File: config.mk
export PLATFORM = sky130hd
export DESIGN_NAME = round_robin_thread_scheduler_top
export DESIGN_NICKNAME = d
export VERILOG_FILES = /design/src/design/rrts_pkg.sv /design/src/design/round_robin_thread_scheduler_top.sv /design/src/design/rrts_ctrl.sv /design/src/design/rrts_dp.sv
export SDC_FILE = /design/constraint.sdc
export NUM_CORES = 1
export LEC_CHECK = 0
export ABC_AREA = 1
export BUFFER_PORTS_ARGS = -buffer_cell sky130_fd_sc_hd__buf_2
export CAP_MARGIN = 20
export CORE_MARGIN = 3
export CORE_UTILIZATION = 40
export CTS_CLUSTER_DIAMETER = 80
export DETAILED_ROUTE_END_ITERATION = 12
export SLEW_MARGIN = 20
export SYNTH_ARGS = -nofsm -noshare
export SYNTH_HDL_FRONTEND = slang
export SYNTH_SLANG_ARGS = --single-unit
File: constraint.sdc
create_clock -name clk -period 5.5 [get_ports clk]
set_input_delay 0.275 -clock clk [delete_from_list [all_inputs] [get_ports clk]]
set_output_delay 0.275 -clock clk [all_outputs]
set_load 0.01 [all_outputs]
File: src/design/rrts_pkg.sv
// Shared types and constants for the round-robin thread scheduler.
// No dependencies; every other design file imports this package.
package rrts_pkg;

	localparam int SLOTS      = 8;
	localparam int SLOT_W     = $clog2(SLOTS);
	localparam int TID_W      = 16;
	localparam int SLOT_OUT_W = 3;

	// slot states
	localparam logic [1:0] ST_FREE     = 2'd0;
	localparam logic [1:0] ST_RUNNABLE = 2'd1;
	localparam logic [1:0] ST_RUNNING  = 2'd2;
	localparam logic [1:0] ST_ZOMBIE   = 2'd3;

	// request kinds
	localparam logic [1:0] FN_CREATE = 2'd0;
	localparam logic [1:0] FN_YIELD  = 2'd1;
	localparam logic [1:0] FN_EXIT   = 2'd2;
	localparam logic [1:0] FN_JOIN   = 2'd3;

	// result status codes
	localparam logic [1:0] RS_DONE     = 2'd0;
	localparam logic [1:0] RS_FULL     = 2'd1;
	localparam logic [1:0] RS_NOTFOUND = 2'd2;
	localparam logic [1:0] RS_WAITING  = 2'd3;

	typedef struct packed {
		logic take;    // latch the incoming request word
		logic commit;  // update the slot table and load the result register
	} cmd_t;

	typedef struct packed {
		logic [1:0]            status;
		logic [TID_W-1:0]      new_tid;
		logic                  switched;
		logic [SLOT_OUT_W-1:0] from_slot;
		logic [SLOT_OUT_W-1:0] to_slot;
	} rsp_t;

endpackage

File: src/design/round_robin_thread_scheduler_top.sv
// Top level of the round-robin thread scheduler: stream ports, controller
// and datapath. Depends on rrts_pkg, rrts_ctrl and rrts_dp.
//
//   channel   direction  handshake             payload
//   s_*       in         s_tvalid / s_tready   tuser: func; tdata: target_tid
//   m_*       out        m_tvalid / m_tready   tuser: status; tdata: result fields
//
// A request is latched in the accept cycle; the execute state then runs the
// free-slot, id-match and round-robin scans over the eight-slot table and
// commits. s_tready is low while in the execute state.
// Reset puts slot 0 running, all others free, id counter at 1; no sweep.
// While an unread result sits in the output register a new request is still
// accepted, but its execute cycle holds until m_tready frees the register.
module round_robin_thread_scheduler_top import rrts_pkg::*; (
	input  logic        clk,
	input  logic        arst_n,
	input  logic        s_tvalid,
	output logic        s_tready,
	input  logic [1:0]  s_tuser,   // [1:0] func
	input  logic [15:0] s_tdata,   // [15:0] target_tid
	output logic        m_tvalid,
	input  logic        m_tready,
	output logic [1:0]  m_tuser,   // [1:0] status
	output logic [23:0] m_tdata    // [15:0] new_tid, [16] switched,
	                               // [19:17] from_slot, [22:20] to_slot, [23] zero
);

	cmd_t cmd;
	rsp_t rsp;

	rrts_ctrl u_ctrl (
		.clk       (clk),
		.arst_n    (arst_n),
		.in_valid  (s_tvalid),
		.in_ready  (s_tready),
		.out_valid (m_tvalid),
		.out_ready (m_tready),
		.cmd       (cmd)
	);

	rrts_dp u_dp (
		.clk        (clk),
		.arst_n     (arst_n),
		.cmd        (cmd),
		.func       (s_tuser),
		.target_tid (s_tdata[TID_W-1:0]),
		.rsp        (rsp)
	);

	assign m_tuser = rsp.status;
	assign m_tdata = {1'b0, rsp.to_slot, rsp.from_slot, rsp.switched, rsp.new_tid};

	// one request in flight: no accept right after an accept
	a_one_in_flight: assert property (@(posedge clk) disable iff (!arst_n)
		(s_tvalid && s_tready) |=> !s_tready)
		else $error("request accepted while another was executing");

	// no switch means the running slot did not move
	a_no_switch_same_slot: assert property (@(posedge clk) disable iff (!arst_n)
		(m_tvalid && !m_tdata[16]) |-> (m_tdata[19:17] == m_tdata[22:20]))
		else $error("slot changed without a switch");

	// failed requests neither switch nor hand out an id
	a_fail_quiet: assert property (@(posedge clk) disable iff (!arst_n)
		(m_tvalid && (m_tuser == RS_FULL || m_tuser == RS_NOTFOUND))
		|-> (!m_tdata[16] && m_tdata[15:0] == 16'd0))
		else $error("failed request switched or returned an id");

	// only a create returns an id, so a waiting join carries none
	a_wait_no_id: assert property (@(posedge clk) disable iff (!arst_n)
		(m_tvalid && m_tuser == RS_WAITING) |-> (m_tdata[15:0] == 16'd0))
		else $error("waiting join returned an id");

endmodule

File: src/design/rrts_ctrl.sv
// Controller of the round-robin thread scheduler: request sequencing and
// result register occupancy. Depends on rrts_pkg.
module rrts_ctrl import rrts_pkg::*; (
	input  logic clk,
	input  logic arst_n,
	input  logic in_valid,
	output logic in_ready,
	output logic out_valid,
	input  logic out_ready,
	output cmd_t cmd
);

	localparam logic S_IDLE = 1'b0;
	localparam logic S_EXEC = 1'b1;

	logic state_q;
	logic out_valid_q;
	logic commit;

	assign in_ready   = (state_q == S_IDLE);
	assign commit     = (state_q == S_EXEC) && (!out_valid_q || out_ready);
	assign cmd.take   = in_ready && in_valid;
	assign cmd.commit = commit;
	assign out_valid  = out_valid_q;

	always_ff @(posedge clk or negedge arst_n) begin
		if (!arst_n) begin
			state_q     <= S_IDLE;
			out_valid_q <= 1'b0;
		end else begin
			case (state_q)
				S_IDLE: begin
					if (in_valid) state_q <= S_EXEC;
				end
				S_EXEC: begin
					// hold until the result register is free
					if (commit) state_q <= S_IDLE;
				end
				default: state_q <= S_IDLE;
			endcase
			if (commit) out_valid_q <= 1'b1;
			else if (out_ready) out_valid_q <= 1'b0;
		end
	end

endmodule

File: src/design/rrts_dp.sv
// Datapath of the round-robin thread scheduler: slot table, running slot,
// id counter, request latch and result register. Depends on rrts_pkg.
module rrts_dp import rrts_pkg::*; (
	input  logic             clk,
	input  logic             arst_n,
	input  cmd_t             cmd,
	input  logic [1:0]       func,
	input  logic [TID_W-1:0] target_tid,
	output rsp_t             rsp
);

	logic [SLOTS-1:0][1:0]       slot_state_q;
	logic [SLOTS-1:0][TID_W-1:0] slot_tid_q;
	logic [SLOT_W-1:0]           run_q;
	logic [TID_W-1:0]            tid_cnt_q;
	logic [1:0]                  func_q;
	logic [TID_W-1:0]            target_q;
	rsp_t                        rsp_q;

	logic [SLOTS-1:0][1:0]       st_n;
	logic [SLOTS-1:0][TID_W-1:0] tid_n;
	logic [SLOT_W-1:0]           run_n;
	logic [TID_W-1:0]            cnt_n;
	rsp_t                        rsp_n;

	always_comb begin
		logic              found;
		logic [SLOT_W-1:0] pick;
		logic              do_yield;
		logic              y_found;
		logic [SLOT_W-1:0] y_idx;
		logic [SLOT_W:0]   sum;

		st_n     = slot_state_q;
		tid_n    = slot_tid_q;
		run_n    = run_q;
		cnt_n    = tid_cnt_q;
		found    = 1'b0;
		pick     = '0;
		do_yield = 1'b0;
		y_found  = 1'b0;
		y_idx    = '0;
		sum      = '0;
		rsp_n.status  = RS_DONE;
		rsp_n.new_tid = '0;

		case (func_q)
			FN_CREATE: begin
				for (int i = 0; i < SLOTS; i++) begin
					if (!found && slot_state_q[i] == ST_FREE) begin
						found = 1'b1;
						pick  = SLOT_W'(i);
					end
				end
				if (!found) begin
					rsp_n.status = RS_FULL;
				end else begin
					st_n[pick]    = ST_RUNNABLE;
					tid_n[pick]   = tid_cnt_q;
					rsp_n.new_tid = tid_cnt_q;
					cnt_n         = tid_cnt_q + 1'b1;
				end
			end
			FN_YIELD: begin
				do_yield = 1'b1;
			end
			FN_EXIT: begin
				st_n[run_q] = ST_ZOMBIE;
				do_yield    = 1'b1;
			end
			FN_JOIN: begin
				// lowest live slot whose id matches
				for (int i = 0; i < SLOTS; i++) begin
					if (!found && slot_state_q[i] != ST_FREE && slot_tid_q[i] == target_q) begin
						found = 1'b1;
						pick  = SLOT_W'(i);
					end
				end
				if (!found) begin
					rsp_n.status = RS_NOTFOUND;
				end else if (slot_state_q[pick] == ST_ZOMBIE) begin
					st_n[pick] = ST_FREE;
				end else begin
					rsp_n.status = RS_WAITING;
					do_yield     = 1'b1;
				end
			end
			default: begin
				do_yield = 1'b0;
			end
		endcase

		// round-robin scan starting just after the current slot, ending on it
		if (do_yield) begin
			for (int i = 1; i <= SLOTS; i++) begin
				sum = {1'b0, run_q} + (SLOT_W+1)'(i);
				if (sum >= (SLOT_W+1)'(SLOTS)) sum = sum - (SLOT_W+1)'(SLOTS);
				if (!y_found && st_n[sum[SLOT_W-1:0]] == ST_RUNNABLE) begin
					y_found = 1'b1;
					y_idx   = sum[SLOT_W-1:0];
				end
			end
		end
		if (y_found) begin
			if (y_idx != run_q && st_n[run_q] == ST_RUNNING) st_n[run_q] = ST_RUNNABLE;
			st_n[y_idx] = ST_RUNNING;
			run_n       = y_idx;
		end

		rsp_n.switched  = y_found && (y_idx != run_q);
		rsp_n.from_slot = SLOT_OUT_W'(run_q);
		rsp_n.to_slot   = SLOT_OUT_W'(run_n);
	end

	always_ff @(posedge clk or negedge arst_n) begin
		if (!arst_n) begin
			for (int i = 0; i < SLOTS; i++) begin
				slot_state_q[i] <= ST_FREE;
				slot_tid_q[i]   <= '0;
			end
			slot_state_q[0] <= ST_RUNNING;
			run_q           <= '0;
			tid_cnt_q       <= TID_W'(1);
		end else if (cmd.commit) begin
			slot_state_q <= st_n;
			slot_tid_q   <= tid_n;
			run_q        <= run_n;
			tid_cnt_q    <= cnt_n;
		end
	end

	always_ff @(posedge clk) begin
		if (cmd.take) begin
			func_q   <= func;
			target_q <= target_tid;
		end
		if (cmd.commit) rsp_q <= rsp_n;
	end

	assign rsp = rsp_q;

endmodule
# --- Yosys cells after proc, flatten, opt, wreduce, memory -nomap -nowiden ---
# Index checks and enable logic that the tools add are counted.
classes:
  shifts: 0
  reduce_logical: 81
  n_eq_ne: 22
  muxes: 140
  mul: 0
  n_bitwise: 13
  addsub: 17
  div_mod_pow: 0
  n_lt_le_gt_ge: 24
op_table:
  columns: ["operator", "count"]
  rows:
  - ["$bwmux 128", 1]
  - ["$eq 16x16->1", 8]
  - ["$mux 16", 7]
  - ["$mux 3", 36]
  - ["$bmux 2 s3", 10]
  - ["$mux 1", 57]
  - ["$demux 16 s3", 1]
  - ["$lt 3x4->1 const B", 12]
  - ["$pmux 16 s3", 1]
  - ["$mux 2", 20]
  - ["$logic_and 1x1->1", 37]
  - ["$ge 4x4->1 const B", 8]
  - ["$and 8x8->8", 3]
  - ["$demux 2 s3", 4]
  - ["$not 8->8", 3]
  - ["$or 8x8->8", 3]
  - ["$sub 3x1->3 const B", 8]
  - ["$logic_not 1->1", 22]
  - ["$eq 2x1->1 const B", 9]
  - ["$logic_not 2->1", 9]
  - ["$reduce_bool 2->1", 9]
  - ["$add 16x1->16 const B", 1]
  - ["$add 3x3->4 const B", 4]
  - ["$and 16x16->16", 1]
  - ["15 further kinds", 23]
totals:
  reg_bits: 208
  n_memories: 0
  inputBits: 22
  word_cells: 324
  rom_bits: 0
  output_inout_bits: 28
  mem_bits_rw: 0
  latch_bits: 0

# --- Longest topological paths before layout ---
# Gate-level depths: netlist of run 1.
depth:
  ltp_word: 88
  ltp_mapped: 46
  depth_no_buf: 45

# --- Modules after synthesis ---
# Synthesis of run 1 repeated with hierarchy kept, for this count alone.
unflattened:
  cells_unflattened: 1661
  area_unflattened_um2: 12319.3
modules_own_cells:
  columns: ["mod", "area_per_inst_um2", "cells_each", "n_inst", "seq_area_each_um2"]
  rows:
  - ["rrts_dp", 12208.0, 1647, 1, 5372.7]
  - ["rrts_ctrl", 100.1, 12, 1, 50.0]
  - ["round_robin_thread_scheduler_top", 11.3, 2, 1, 0.0]

# --- Worst setup path after synthesis of run 1 ---
# Ideal clock, no wire load.
synth_timing:
  path_type: "register to register"
  from: "reg u_dp.target_q[9]"
  to: "reg u_dp.slot_state_q[12] (netlist bit)"
  setup_ns: 0.116
  arrival_ns: 3.772
  required_ns: 5.384
  n_path_buf: 1
  stages_incl_launch_ff: 37
  path_slack_ns: 1.611
  synth_period_minus_slack_ns: 3.889
  path_cell_list: "edfxtp_1 > inv_2 > buf_6 > o21ai_2 > or2_1 > nor2_1 > nand3b_1 > nor2_2 > nand3_2 > nand2_4 > nor2_1 > o21ai_1 > o31ai_2 > nor2_4 > nand4_1 > nand2_1 > nand2_2 > nand3_1 > nand2_2 > nand3_2 > nand2_2 > nand2_4 > nand2_4 > nor2_8 > nand4_4 > nor2_8 > nand2_1 > nand2_1 > o21ai_2 > nand2_2 > nand2_1 > a21oi_4 > nand3_4 > nand3_2 > nand2_1 > nand2_1 > nand2_1"
synth_via:
  elab_chain_len: 88
  elab_cells_between_ends: 149
  cone_classes: "order compare: 4; eq/ne: 19; mux: 82; bitwise: 5; reduce/logical: 39"
synth_lines:
  columns: ["item", "line_no", "rtl"]
  rows:
  - ["start, declared", "rrts_dp.sv:17", "logic [TID_W-1:0] target_q;"]
  - ["start signal, assigned", "rrts_dp.sv:135", "target_q <= target_tid;"]
  - ["$eq 16x16->1", "rrts_dp.sv:74", "if (!found && slot_state_q[i] != ST_FREE && slot_tid_q[i] == target_q) begin"]
  - ["$logic_and 1x1->1", "rrts_dp.sv:74", null]
  - ["$mux 1", "rrts_dp.sv:74", null]
  - ["$mux 1", "rrts_dp.sv:47", "case (func_q)"]
  - ["$logic_not 1->1", "rrts_dp.sv:74", null]
  - ["$logic_and 1x1->1 (2 in series)", "rrts_dp.sv:74", null]
  - ["$mux 1", "rrts_dp.sv:74", null]
  - ["$mux 1", "rrts_dp.sv:47", null]
  - ["(+71 left out)", null, null]
  - ["$mux 3", "rrts_dp.sv:94", "if (do_yield) begin"]
  - ["$lt 3x4->1 (not written as such) or $ge 3x1->1 (tied branches)", "rrts_dp.sv:106", "st_n[y_idx] = ST_RUNNING;"]
  - ["$logic_and 1x1->1 (not written as such)", "rrts_dp.sv:106", null]
  - ["$mux 2 (not written as such)", "rrts_dp.sv:106", null]
  - ["$demux 2 s3", null, null]
  - ["$not 8->8 (no source line)", null, null]
  - ["$and 8x8->8 (no source line)", null, null]
  - ["$mux 16 *", "rrts_dp.sv:104", "if (y_found) begin"]
  - ["end signal, assigned", "rrts_dp.sv:125", "slot_state_q <= st_n;"]
  - ["end, declared", "rrts_dp.sv:12", "logic [SLOTS-1:0][1:0] slot_state_q;"]
# Mark *: on every way between the ends. The rest lies on a longest branch, timed or not. The select of a mux whose other input is x is not followed.
# A chain may end at the register's enable or synchronous reset.

==> qor.yml, run 1 <==
crit_arrival_ns: 5.53
hold_viol_final: 0
synth_commonest_cells: "nand2_1 (590), inv_1 (199), o21ai_0 (167)"
finalClockSkew_ns: 0.0289
seq_area_frac_synth_pct: 41.0
setup_viol: 0
drv_slew: 0
io_pins: 50
synth.distinct_cells: 61
endpoint_kind: "flop"
core_region_area_um2: 32000
syn_nets: 1874
final_util_pct: 47.3
start_kind: "flop"
clk_latency_ns: 0.57
cts_tree: "yes"
port_buffers: 48
wire_per_inst_um: 19.1
fin_crit_sh_pct: 92.1
synth_seq_cells: 208
grt_pass1_wl_um: 69700
area_delta_synth_final_pct: 14.6
start_util_pct: 41.3
grt.overflow.total: 0
first_pass_iters: 6
ys.flop_type: "dfrtp_1"
critPathMaxFanout: 18
min_period_ns: 5.06
cts_root_buffer: "clkbuf_16"
async_reset_ff_share_pct: 79.3
syn_area_per_cell_um2: 7.19
antenna_cells: 0
path_common_cell: "nand2_1"
first_global_vias: 11848
num_vias: 12628
nets: 1946
ys_top_cells_by_area: "dfrtp_1 (31%), nand2_1 (17%), edfxtp_1 (9.8%), o21ai_0 (6.3%), inv_1 (5.6%)"
grt_max_degree: 64
critPathKind: "flop to flop"
die_h_um: 188
relSlewSlack_pct: 29.9
layout-drive-gt1-share_pct: 12.7
synth_top_area_share_pct: 30.8
cap_violations: 0
powerDensity_nw_per_um2: 578
rows: 65
path_clk_slew_ns: 0.06
worst_pin_slew_ns: 1.05
drc: 0
synthesis.area_um2: 13200
die_w_um: 188
ir_drop_mv: 0.328
track_usage_pct: 25.3
die_area_um2: 35300
outcome: "complete, no violations"
cpMaxStageDelayCell: "edfxtp_1"
antenna_found_initial: 0
gp_congestion: 0.966
post-synth-top-count-cell: "nand2_1"
wl_um: 45200
finalPower_mw: 8.76
clockBufferDepth: 3
synth_top_area_cell: "dfrtp_1"
viasPerCell: 5.33
antenna_left: 0
min_path_type: "input port to async pin"
cp.required_ns: 5.96
fmaxAchievable_ghz: 0.197
cellLeakagePower_nw: 7.36
synth-edff-count: 43
setup_tns_ns: 0
cts_buffers: 26
post-dp-hpwl_um: 32600
drtIter0Drc: 1350
htreeDepth: 1
yosysWarnings: 0
cpPeakStageDelay_ns: 0.55
cts_sinks: 208
syn-instance-count: 1841
## power breakdown
part	internal [mW]	total [mW]	switching (mW)	leakage [nW]
sequential	2.15	2.62	0.475	2.49
combinational	1.34	4.22	2.88	4.40
clock	1.17	1.92	0.745	0.471
total	4.66	8.76	4.10	7.36
## metal layers
layer | track usage [%] | up-vias | part of all wire, % | routed length, um
met5 | 0 | - | 0 | 0
met2 | 41.0 | 518 | 45 | 20500
met4 | 9.52 | 0 | 4.3 | 1930
met3 | 2.67 | 100 | 7.0 | 3180
met1 | 35.0 | 5904 | 43 | 19500
li1 | - | 6106 | - | -
## state kept, by name, summed over array words and instances (netlist names)
signal,flops
u_ctrl.out_valid,1
u_ctrl.state_q,1
u_dp.func_q,2
u_dp.rsp,25
u_dp.run_q,3
u_dp.slot_state_q,16
u_dp.slot_tid_q,128
u_dp.target_q,16
u_dp.tid_cnt_q,16
## kinds of logic after synthesis
family	after synthesis	share of synthesized area, %
flops	208	41.0
other cells	1	0.0283
fa+ha+maj	11	1.04
buf+inv	301	9.46
xor+xnor	35	2.32
compound gates	283	12.0
simple gates	1002	34.2
## layout by cell type (no fill, tap or decap), types with 5 or more instances in the layout
cell type and count:
nor2_2 6, o21ai_0 166, dfrtp_1 163, clkinv_1 6
nor3_1 28, nand2_1 590, dlygate4sd3_1 21, a21oi_1 40
inv_1 198, edfxtp_1 43, or2_1 10, nand3_1 97
xnor2_1 15, buf_2 47, ha_1 11, o22ai_1 25
nand2_2 16, buf_4 43, xor2_1 20, nand4_1 42
o21a_1 7, nand2_4 6, nor2_1 144, nor4_1 12
o21ai_1 12, bufinv_16 5, nand3_2 21, a211oi_1 9
clkbuf_16 26, inv_2 27
## repair_timing
action	4_1_cts	5_1_grt
buffers inserted	0	16
gates resized for setup	0	2
hold buffers	21	0
setup endpoints to repair	0	22
endpoints found under the hold margin	71	0
## worst max-delay path: cells and delay by family (launching register included)
| kind | cells | cell delay (ns) |
|---|---|---|
| buffers and inverters | 3 | 0.76 |
| AND/OR/NAND/NOR | 28 | 3.17 |
| flip-flops | 1 | 0.55 |
| AO/OA/AOI/OAI | 4 | 0.48 |
## metrics by stage
step                instance area [um2]  cells  hold WS [ns]  setup WS, ns
detailed placement                13900   2283         0.259         0.404
floorplan                         13200   1841       -0.0206          1.61
CTS                               15000   2352         0.222         0.343
finish                            15200   2368         0.223         0.437
global route                      15200   2368         0.268      -0.00767
global placement                  13900   2283         0.254         0.508
## worst paths after layout
| kind | endpoint | depth (start not counted) | from | slack [ns] |
|---|---|---|---|---|
| worst max-delay path | u_dp.run_q[0] | 35 | u_dp.target_q[9] | 0.44 |
| worst min-delay path | u_dp.slot_tid_q[30] | 2 | arst_n | 0.22 |
| worst max register to register | u_dp.run_q[0] | 35 | u_dp.target_q[9] | 0.44 |
| worst min register to register | u_dp.slot_tid_q[72] | 2 | u_dp.slot_tid_q[72] | 0.49 |
| max in group asynchronous | u_ctrl.out_valid | 3 | arst_n | 4.04 |
| min in group clk | u_dp.target_q[14] | 2 | s_tdata[14] | 0.42 |
## area by class of cell
type                    instances  area (um2)
clock buffers                  31         709
clock inverters                17         260
fillers                      3271       16900
inverters                     233         886
multi-input cells            1332        6560
flip-flops and latches        208        5420
well taps                     435         544
repair buffers                112         779
(Power assumes the default switching activity.)
==> run 2, diff against run 1 <==
CORE_MARGIN = default   (was 3)
clock period = 5.35 ns   (was 5.5 ns; I/O delays follow)
==> qor.yml, run 2 (synthesized netlist as in run 1, its figures left out) <==
outcome: "complete, no violations"
cpMaxStageDelayCell: "edfxtp_1"
timing.rr.start: "u_dp.target_q[12]"
hold_viol_final: 0
start_util_pct: 40.7
grt.overflow.total: 0
antenna_found_initial: 0
first_global_vias: 11353
num_vias: 12420
antenna_left: 0
htreeDepth: 1
port_buffers: 48
finalPower_mw: 8.70
wl_um: 44200
cpPeakStageDelay_ns: 0.56
grt-busiest-layer: "met2"
crit_arrival_ns: 5.15
grtUsageMet1_pct: 36.8
min_period_ns: 4.77
largest_reg_flops: 128
cts_sinks: 208
path_clk_slew_ns: 0.06
layout-drive-gt1-share_pct: 13.2
post-dp-hpwl_um: 33500
start_kind: "flop"
core_region_area_um2: 32500
grt_max_degree: 65
setup_tns_ns: 0
clockBufferDepth: 3
hold-path-endpoint: "u_ctrl.state_q"
hold_slack_ns: 0.0229
cts_buffers: 25
io_pins: 50
die_h_um: 184
final_cell_area_um2: 15100
relSlewSlack_pct: 42.0
layout_commonest_cell: "nand2_1"
rrSetupSlack_ns: 0.58
fin_crit_sh_pct: 89.2
cts_tree: "yes"
worst_pin_slew_ns: 0.870
die_area_um2: 33800
endpoint_kind: "flop"
viasPerCell: 5.22
final_cell_mix: "nand2_1 (590), inv_1 (198), o21ai_0 (167)"
hp-start: "s_tvalid"
cp.required_ns: 5.73
grt_setup_unrepaired: "false"
critPathMaxFanout: 9
drc: 0
fmaxAchievable_ghz: 0.210
ir_drop_mv: 0.376
dpl.cell_count: 2302
grtUsageMet2_pct: 41.7
antenna_cells: 0
path_common_cell: "nand2_1"
regMostFlops: "u_dp.slot_tid_q"
area_delta_synth_final_pct: 13.9
die_w_um: 184
track_usage_pct: 26.5
met3_usage_pct: 4.20
grt_pass1_wl_um: 67700
powerDensity_nw_per_um2: 577
r2r_cells: 35
critPathKind: "flop to flop"
cellLeakagePower_nw: 7.33
placed_area_um2: 14000
gp_congestion: 0.968
hold_depth: 3
cts_root_buffer: "clkbuf_16"
finalClockSkew_ns: 0.0136
rows: 66
instances_no_fill: 2381
drv_slew: 0
clk_latency_ns: 0.53
min_path_type: "input port to flop"
cap_violations: 0
first_pass_iters: 6
setup_viol: 0
timing.rr.end: "u_dp.slot_state_q[10]"
nets: 1953
drtIter0Drc: 1220
wire_per_inst_um: 18.6
-- run 2: changes by cell type in the layout (fill, tap and decap cells not counted), sizes merged --
cell	before	now
buf	91	100
bufinv	5	0
clkinv	11	15
clkinvlp	2	5
clkbuf	31	29
inv	232	230
dlygate4sd3	21	20
-- run 2: stage by stage --
stage | setup WS, ns | utilization, %
floorplan | 1.46 | -
global placement | 0.380 | 42.9
detailed placement | 0.367 | 42.9
CTS | 0.347 | 46.0
global route | 0.0696 | 46.3
finish | 0.577 | 46.3
-- run 2: metal layers --
metal | vias to the layer above | wire, um
li1 | 6117 | -
met1 | 5787 | 19900
met2 | 443 | 19700
met3 | 73 | 3100
met4 | 0 | 1430
met5 | - | 0
-- run 2: report_power, final --
group | leakage, nW | total [mW] | internal, mW | switching [mW]
clock | 0.387 | 1.62 | 0.922 | 0.702
combinational | 4.45 | 4.38 | 1.43 | 2.94
sequential | 2.49 | 2.69 | 2.21 | 0.484
-- run 2: timing repair --
item                                    CTS  global route
endpoints found under the setup margin    0            23
hold buffers                             20             0
resized for setup                         0             2
setup buffers                             0            13
endpoints found under the hold margin    75             0
-- run 2: cell type report --
cell class / count / area (um2)
well taps: 442 / 553
clock buffers: 29 / 682
inverters: 233 / 886
fillers: 3375 / 17500
clock inverters: 17 / 114
multi-input cells: 1332 / 6570
flip-flops and latches: 208 / 5420
repair buffers: 120 / 850
-- run 2: how the worst max path moves through the flow --
stage | from | end | cells past startpoint
after floorplan | u_dp.target_q[9] | u_dp.slot_state_q[12] | 36
after global placement | u_dp.target_q[3] | u_dp.slot_state_q[4] | 36
after detailed placement | u_dp.target_q[3] | u_dp.slot_state_q[0] | 34
after CTS | u_dp.target_q[3] | u_dp.slot_state_q[0] | 34
after global routing | u_dp.target_q[12] | u_dp.slot_state_q[0] | 38
final | u_dp.target_q[12] | u_dp.slot_state_q[10] | 35
-- run 2: worst max-delay path, delay by kind of cell, from the launching register on --
kind / cells / cell delay (ns)
AO/OA/AOI/OAI: 3 / 0.27
XOR/XNOR: 1 / 0.26
buffers and inverters: 4 / 0.58
flip-flops: 1 / 0.56
AND/OR/NAND/NOR: 27 / 2.96
